==> src/pfra_pkg.sv <==
// Package for the page frame run allocator: shared types and constants.
// No dependencies.
package pfra_pkg;

  localparam int unsigned FRAMES_DEF = 4096;
  localparam int unsigned COUNT_W    = 13;
  localparam int unsigned TAG_W      = 8;
  localparam int unsigned INDEX_W    = 12;
  localparam int unsigned FREE_W     = 13;

  typedef enum logic [1:0] {
    ST_OK        = 2'd0,
    ST_INVALID   = 2'd1,
    ST_EXHAUSTED = 2'd2,
    ST_NO_RUN    = 2'd3
  } status_e;

  typedef enum logic [1:0] {
    OP_ALLOC  = 2'd0,
    OP_FREE   = 2'd1,
    OP_REJECT = 2'd2
  } op_e;

  typedef struct packed {
    op_e                op;
    logic [COUNT_W-1:0] count;
    logic [TAG_W-1:0]   tag;
    logic [INDEX_W-1:0] first;
  } cmd_t;

endpackage

==> src/pfra_front.sv <==
// Front end: takes transactions, classifies them, holds them in a 2-entry queue.
// Depends on pfra_pkg.
module pfra_front import pfra_pkg::*; #(
  parameter int unsigned FRAMES = FRAMES_DEF
) (
  input  logic               clk_i,
  input  logic               rst_ni,
  input  logic               push_i,
  output logic               full_o,
  input  logic               mode_i,
  input  logic [COUNT_W-1:0] frame_count_i,
  input  logic [TAG_W-1:0]   owner_tag_i,
  input  logic [INDEX_W-1:0] first_frame_i,
  input  logic               clear_busy_i,
  output logic               cmd_valid_o,
  output cmd_t               cmd_o,
  input  logic               cmd_pop_i
);

  localparam int unsigned QDEPTH = 2;

  cmd_t       q_mem_q [QDEPTH];
  logic       wr_ptr_q, rd_ptr_q;
  logic [1:0] cnt_q;
  logic       push_ok, pop_ok;
  cmd_t       cls;

  // Reject bad requests here so the back end only sees work or a report
  always_comb begin
    cls.count = frame_count_i;
    cls.tag   = owner_tag_i;
    cls.first = first_frame_i;
    if (!mode_i) begin
      cls.op = (frame_count_i == '0 || owner_tag_i == '0) ? OP_REJECT : OP_ALLOC;
    end else begin
      cls.op = (frame_count_i == '0 || 32'(first_frame_i) >= 32'(FRAMES)) ?
               OP_REJECT : OP_FREE;
    end
  end

  assign full_o      = (cnt_q == 2'(QDEPTH)) || clear_busy_i;
  assign push_ok     = push_i && !full_o;
  assign cmd_valid_o = (cnt_q != '0);
  assign pop_ok      = cmd_pop_i && cmd_valid_o;
  assign cmd_o       = q_mem_q[rd_ptr_q];

  always_ff @(posedge clk_i or negedge rst_ni) begin
    if (!rst_ni) begin
      wr_ptr_q <= 1'b0;
      rd_ptr_q <= 1'b0;
      cnt_q    <= '0;
    end else begin
      if (push_ok) wr_ptr_q <= ~wr_ptr_q;
      if (pop_ok)  rd_ptr_q <= ~rd_ptr_q;
      cnt_q <= cnt_q + 2'(push_ok) - 2'(pop_ok);
    end
  end

  always_ff @(posedge clk_i) begin
    if (push_ok) begin
      q_mem_q[wr_ptr_q] <= cls;
    end
  end

endmodule

==> config.mk <==
export PLATFORM = sky130hd
export DESIGN_NAME = pfra_front
export DESIGN_NICKNAME = d
export VERILOG_FILES = /design/src/pfra_pkg.sv /design/src/pfra_front.sv
export SDC_FILE = /design/constraint.sdc
export NUM_CORES = 1
export LEC_CHECK = 0
export ABC_AREA = 1
export CAP_MARGIN = 0
export CORE_ASPECT_RATIO = 1.2
export CORE_MARGIN = 5
export CORE_UTILIZATION = 62
export CTS_CLUSTER_DIAMETER = 120
export DETAILED_ROUTE_END_ITERATION = 8
export DONT_BUFFER_PORTS = 1
export HOLD_SLACK_MARGIN = 0.12
export PLACE_DENSITY = 0.74
export SLEW_MARGIN = 20
export SYNTH_ARGS = -nofsm -noshare
export SYNTH_HDL_FRONTEND = slang
export SYNTH_SLANG_ARGS = --single-unit
==> constraint.sdc <==
create_clock -name clk_i -period 3 [get_ports clk_i]
set_clock_uncertainty 0.15 [all_clocks]
set_input_delay 0.3 -clock clk_i [delete_from_list [all_inputs] [get_ports clk_i]]
set_output_delay 0.3 -clock clk_i [all_outputs]
set_load 0.01 [all_outputs]
==> impl_metrics.csv, run 1 <==
group,metric,value,unit
worst_setup_path,worst_ep_arrival_time,1.63,ns
yosys,ys_seq_area_share,76.5,%
yosys,ys_types,15,
floorplan,die-width,72.2,um
clock_network,clk_latency,0.32,ns
clock_network,cts_buffers,9,
floorplan,die_area,0.00611,mm^2
worst_hold_path,hold_class,"input pin to flip-flop",
final_layout,syn_to_final_growth,21.1,%
detailed_routing,vias,1715,
floorplan,start_util,63.1,%
detailed_routing,totalWireLength,5240,um
worst_setup_path,regToRegStartpoint,"cnt_q[0]",
floorplan,ioPinCount,76,
sta,rsz0062_at_grt,"false",
worst_setup_path,crit_slowest_cell,"dfrtp_1",
detailed_routing,routedWlPerCell,15.5,um
sta,drv_slew,0,
worst_setup_path,max_stage_delay,0.69,ns
clock_network,cts_sinks,74,
final_layout,final_cells,338,
outcome,status,"finished clean",
clock_network,cts_max_level,3,
yosys,async_flop_share,5.41,%
run,maxCapViolCount,0,
sta,finalHoldViolations,0,
sta,fin_tns_setup,0,ns
power,ir_worst_vdd,0.560,mV
place,io_buffers,0,
yosys,syn_inst,229,
clock_network,cts_tree,"built",
sta,layout_setup_ws,0.915,ns
grt,grt_pass1_vias,1807,
clock_network,cts_root_buffer,"clkbuf_8",
worst_setup_path,path_class,"flip-flop to primary output",
worst_hold_path,min_to,"wr_ptr_q",
worst_setup_path,rr_endpoint,"q_mem_q[0][16]",
place,dp_cells,284,
power,p_leak,1.39,nW
yosys,synth_edf_count,70,
grt,grt_pass1_wl,8610,um
yosys,ys.flop_type,"edfxtp_1",
detailed_routing,drt-initial-drc-count,102,
grt,grt_usage,19.0,%
yosys,yosys-top-cells-count,"nand2_1, edfxtp_1, nor2_1",
yosys,postSynthAreaPerCell,12.6,um^2
final_layout,diodes,0,
yosys,syn-num-nets,270,
worst_setup_path,cp_max_fo,23,
grt,grt_overflow_total,0,
sta,min_period_over_period,69.5,%
worst_setup_path,worst_setup_path_end_kind,"primary output",
yosys,synth_top_area_share,73.0,%
worst_setup_path,crit_chain,"buf_4 > nand2_1 > nand2_1",
detailed_routing,drc,0,
sta,relSlewSlack,45.1,%
floorplan,core_area,0.00456,mm^2
sta,worst_pin_slew,0.822,ns
worst_setup_path,cp-start-kind,"flip-flop",
final_layout,stdcell_area,0.00349,mm^2
final_layout,fin_nets,316,
worst_setup_path,critPathRequiredTime,2.55,ns
floorplan,die_y,84.6,um
worst_setup_path,r2r_cells,5,
yosys,synthTopCellsByArea,"edfxtp_1, nand2_1, dfrtp_1, nor2_1, buf_6",
place,postPlaceCellArea,0.00293,mm^2
clock_network,cts_resized,0,
yosys,syn_area,0.00288,mm^2
yosys,yosys.area.top_type,"edfxtp_1",
clock_network,cts_max_path_buffers,2,
detailed_routing,final_antenna_net_count,0,
place,place_ws,0.966,ns
place,dpl.hpwl,3180,um
worst_hold_path,hold_depth,3,
power,power_density,806,mW/mm^2
place,place.gp.congestion,0.687,
worst_setup_path,crit_path_frequent_cell,"nand2_1",
sta,layout_min_cycle_time,2.08,ns
worst_setup_path,r2r_slack,0.97,ns
final_layout,fillCellCount,284,
grt,grt_antenna_before_repair,0,
clock_network,path_clk_slew,0.07,ns
detailed_routing,routed_via_density,5.07,
worst_hold_path,hold_start,"clear_busy_i",
yosys,synth.most_common_cell,"nand2_1",
sta,setup_violations,0,
floorplan,row_count,27,
yosys,synth-seq-cells,74,
sta,fmax,480,MHz
final_layout,layout-drive-gt1-share,6.79,%
grt,grt_max_degree,37,
detailed_routing,first_pass_iters,5,
yosys,yosysWarnings,0,
-- area by class of cell --
type,count,area (um^2),share of cell area [%]
repair buffers,42,410,11.8
multi-input cells,139,586,16.8
well taps,58,72.6,2.08
inverters,9,38.8,1.11
clock inverters,4,42.5,1.22
flip-flops and latches,74,2200,63.2
clock buffers,12,135,3.88
-- routing by layer --
metal	routed length, um	part of all wire (%)	global-route usage, %
met5	0	0	0
met4	68	1.3	7.01
met3	445	8.5	7.07
met2	2720	52	31.5
met1	2000	38	22.3
-- through the flow --
stage	utilization [%]	hold WS, ns	total power [W]
after floorplan	-	-0.146	0.00199
after global placement	64.2	-0.145	0.00208
after detailed placement	64.2	-0.145	0.00209
after CTS	76.5	0.124	0.00283
after global routing	76.5	0.150	0.00300
final	76.5	0.140	0.00281
-- state kept, by name (all words and copies together) (netlist names) --
name	cells
rd_ptr_q	1
wr_ptr_q	1
cnt_q	2
q_mem_q	70
-- critical path: cells and delay by family, from the launching register on --
| kind | cells | cell delay, ns |
|---|---|---|
| flip-flops | 1 | 0.69 |
| AND/OR/NAND/NOR | 2 | 0.24 |
| buffers and inverters | 1 | 0.36 |
-- report_power, final --
| part | switching [W] | leakage, nW | total (W) | internal, W |
|---|---|---|---|---|
| logic | 0.000551 | 0.619 | 0.000744 | 0.000193 |
| clock network | 0.000321 | 0.0894 | 0.000700 | 0.000379 |
| registers | 0.0000711 | 0.686 | 0.00137 | 0.00129 |
-- cells in the final DEF, fill, tap and decap left out --
cell type / instances
xnor2_1: 1
nor2_1: 12
a21oi_1: 1
buf_4: 4
nor2_4: 2
inv_6: 1
clkbuf_8: 9
dfrtp_1: 4
nand3_1: 1
nand2_1: 115
dlygate4sd3_1: 38
inv_1: 8
xor2_1: 3
edfxtp_1: 70
bufinv_16: 1
clkbuf_1: 3
clkinv_1: 2
or2_1: 1
clkinv_2: 1
nand3_2: 1
ha_1: 2
-- worst max-delay path by stage --
| stage | start | endpoint | slack, ns | cells after the start |
|---|---|---|---|---|
| 6_report | rd_ptr_q | cmd_o[26] | 0.92 | 3 |
| 5_1_grt | rd_ptr_q | cmd_o[26] | 0.73 | 3 |
| 4_1_cts | rd_ptr_q | cmd_o[33] | 0.89 | 3 |
| 3_5_place_dp | cnt_q[0] | q_mem_q[0][16] | 0.97 | 5 |
| 3_3_place_gp | cnt_q[0] | q_mem_q[0][19] | 1.0 | 5 |
| 2_1_floorplan | cnt_q[0] | q_mem_q[0][0] | 0.38 | 4 |
-- cell families (layout without fill, tap and decap cells) --
family | after synthesis | after routing | share of synthesized area (%)
simple gates | 132 | 132 | 17.6
flops | 74 | 74 | 76.5
buf+inv | 16 | 67 | 3.69
xor+xnor | 4 | 4 | 1.22
fa+ha+maj | 2 | 2 | 0.869
compound gates | 1 | 1 | 0.174
-- repair_timing --
action                    in CTS  in global routing
hold buffers                  38                  0
buffers inserted               0                  0
hold endpoints to repair      74                  0
(Power assumes the default switching activity.)
==> run 2, diff against run 1 <==
==> constraint.sdc (replaced) <==
create_clock -name clk_i -period 2.1 [get_ports clk_i]
set_clock_uncertainty 0.15 [all_clocks]
set_input_delay 0.21 -clock clk_i [delete_from_list [all_inputs] [get_ports clk_i]]
set_output_delay 0.21 -clock clk_i [all_outputs]
set_load 0.01 [all_outputs]
==> impl_metrics.csv, run 2 (synthesized netlist as in run 1, its figures left out) <==
group,metric,value,unit
final_layout,fin_nets,319,
worst_setup_path,startpoint,"rd_ptr_q",
run,maxCapViolCount,0,
place,dp_cells,286,
detailed_routing,totalWireLength,5340,um
clock_network,cts_buffers,9,
floorplan,die-width,72.2,um
grt,grt_antenna_before_repair,0,
worst_hold_path,hold_class,"input pin to flip-flop",
worst_setup_path,crit_path_frequent_cell,"nand2_1",
worst_setup_path,r2r_slack,0.28,ns
worst_setup_path,max_stage_delay,0.68,ns
sta,finalHoldViolations,0,
final_layout,final_cells,341,
power,power.internal,0.00256,W
clock_network,cts_resized,0,
power,power_frac_clock,22.2,%
grt,grt_pass1_vias,1816,
sta,relSlewSlack,63.8,%
detailed_routing,vias,1696,
grt,grt_overflow_total,0,
sta,hold_slack,0.133,ns
power,p_seq_share,49.8,%
detailed_routing,final_antenna_net_count,0,
detailed_routing,drc,0,
final_layout,fillCellCount,303,
worst_setup_path,path_class,"flip-flop to primary output",
place,dpl.hpwl,3260,um
place,place.gp.congestion,0.658,
clock_network,path_clk_slew,0.07,ns
worst_setup_path,regToRegStartpoint,"cnt_q[1]",
detailed_routing,drt-initial-drc-count,68,
final_layout,regArea,0.00220,mm^2
final_layout,multiInputGateArea,586,um^2
floorplan,die_area,0.00611,mm^2
worst_setup_path,r2r_cells,9,
final_layout,top_regs,"q_mem_q: 70 flops, cnt_q: 2 flops",
worst_setup_path,cp_max_fo,13,
power,p_switching,0.00136,W
floorplan,row_count,27,
grt,grt_pass1_wl,8390,um
power,swShare,34.7,%
worst_setup_path,crit_chain,"buf_4 > nand2_1 > nand2_1",
worst_setup_path,cp-start-kind,"flip-flop",
outcome,status,"finished clean",
worst_setup_path,critPathRequiredTime,1.74,ns
floorplan,die_y,84.6,um
sta,fmax,531,MHz
clock_network,cts_root_buffer,"clkbuf_8",
floorplan,ioPinCount,76,
worst_setup_path,critPathTopFamily,"flip-flops",
place,postPlaceCellArea,0.00294,mm^2
sta,setup_violations,0,
clock_network,cts_tree,"built",
worst_setup_path,worst_setup_path_end_kind,"primary output",
worst_setup_path,worst-path-stages,3,
grt,grt_max_degree,37,
place,place_ws,0.300,ns
final_layout,layout_commonest_cell,"nand2_1",
final_layout,max_flop_register,"q_mem_q",
clock_network,clk_latency,0.33,ns
sta,worst_pin_slew,0.543,ns
clock_network,cts_sinks,74,
sta,drv_slew,0,
worst_setup_path,worst_ep_arrival_time,1.52,ns
detailed_routing,first_pass_iters,7,
worst_setup_path,endpoint,"cmd_o[17]",
sta,rsz0062_at_grt,"false",
floorplan,core_area,0.00456,mm^2
clock_network,cts_hold_buf,39,
power,p_leak,1.40,nW
floorplan,start_util,63.1,%
power,ir_worst_vdd,0.667,mV
final_layout,stdcell_area,0.00349,mm^2
worst_setup_path,cp.buffers_inverters,1,
sta,min_period_over_period,89.7,%
grt,grt_usage,18.7,%
final_layout,syn_to_final_growth,21.1,%
clock_network,cts_max_path_buffers,2,
sta,layout_min_cycle_time,1.88,ns
detailed_routing,routedWlPerCell,15.7,um
final_layout,largest_register_ffs,70,
final_layout,layout-drive-gt1-share,7.42,%
power,power_density,1120,mW/mm^2
clock_network,cts_max_level,3,
worst_setup_path,rr_endpoint,"cnt_q[1]",
final_layout,diodes,0,
worst_setup_path,crit_slowest_cell,"dfrtp_1",
place,io_buffers,0,
final_layout,final_cell_mix,"nand2_1, edfxtp_1, dlygate4sd3_1",
detailed_routing,routed_via_density,4.97,
clock_network,cts_setup_buffers,0,
sta,layout_setup_ws,0.216,ns
power,comb_power_share,27.9,%
==> run 2: changes by cell type in the layout (fill, tap and decap cells not counted), sizes merged <==
cell,delta
buf,+2
clkinv,+2
bufinv,-1
clkbuf,-1
dlygate4sd3,+1
==> run 2: per-layer routing <==
layer	wire length [um]	global-route usage (%)
met5	0	0
met3	387	5.27
met1	1920	18.2
met2	2930	34.6
met4	96	9.91
==> run 2: tightest hold or removal path, delay by kind of cell <==
kind / cells / cell delay (ns)
simple gates: 3 / 0.14
compound gates: 1 / 0.14
==> run 2: final cells by class <==
class | count | share of cell area [%]
sequential | 74 | 63.2
clock buffer | 11 | 3.77
multi-input combinational | 139 | 16.8
inverter | 9 | 1.11
clock inverter | 5 | 0.610
tap | 58 | 2.08
timing repair buffer | 45 | 12.5
==> run 2: worst min path at each step <==
| stage | endpoint | startpoint | cells past startpoint |
|---|---|---|---|
| after CTS | q_mem_q[1][34] | owner_tag_i[7] | 5 |
| final | q_mem_q[0][33] | frame_count_i[0] | 4 |
| after global placement | cnt_q[0] | rst_ni | 0 |
| after global routing | q_mem_q[0][33] | frame_count_i[10] | 4 |
| after detailed placement | rd_ptr_q | rst_ni | 0 |
| after floorplan | cnt_q[0] | rst_ni | 0 |
==> run 2: power by group through the flow <==
stage | combinational (W) | clock (W) | sequential [W]
finish | 0.00109 | 0.000872 | 0.00195
global route | 0.00122 | 0.000961 | 0.00197
CTS | 0.00111 | 0.000886 | 0.00195
detailed placement | 0.00104 | 0 | 0.00198
global placement | 0.00101 | 0 | 0.00197
floorplan | 0.000916 | 0 | 0.00193
==> run 2: per-stage QoR <==
| stage | total power, W | setup TNS, ns | util [%] |
|---|---|---|---|
| finish | 0.00392 | 0 | 76.5 |
| detailed placement | 0.00302 | 0 | 64.6 |
| CTS | 0.00395 | 0 | 76.5 |
| global route | 0.00415 | 0 | 76.5 |
| global placement | 0.00299 | 0 | 64.6 |
| floorplan | 0.00285 | -36.61 | - |
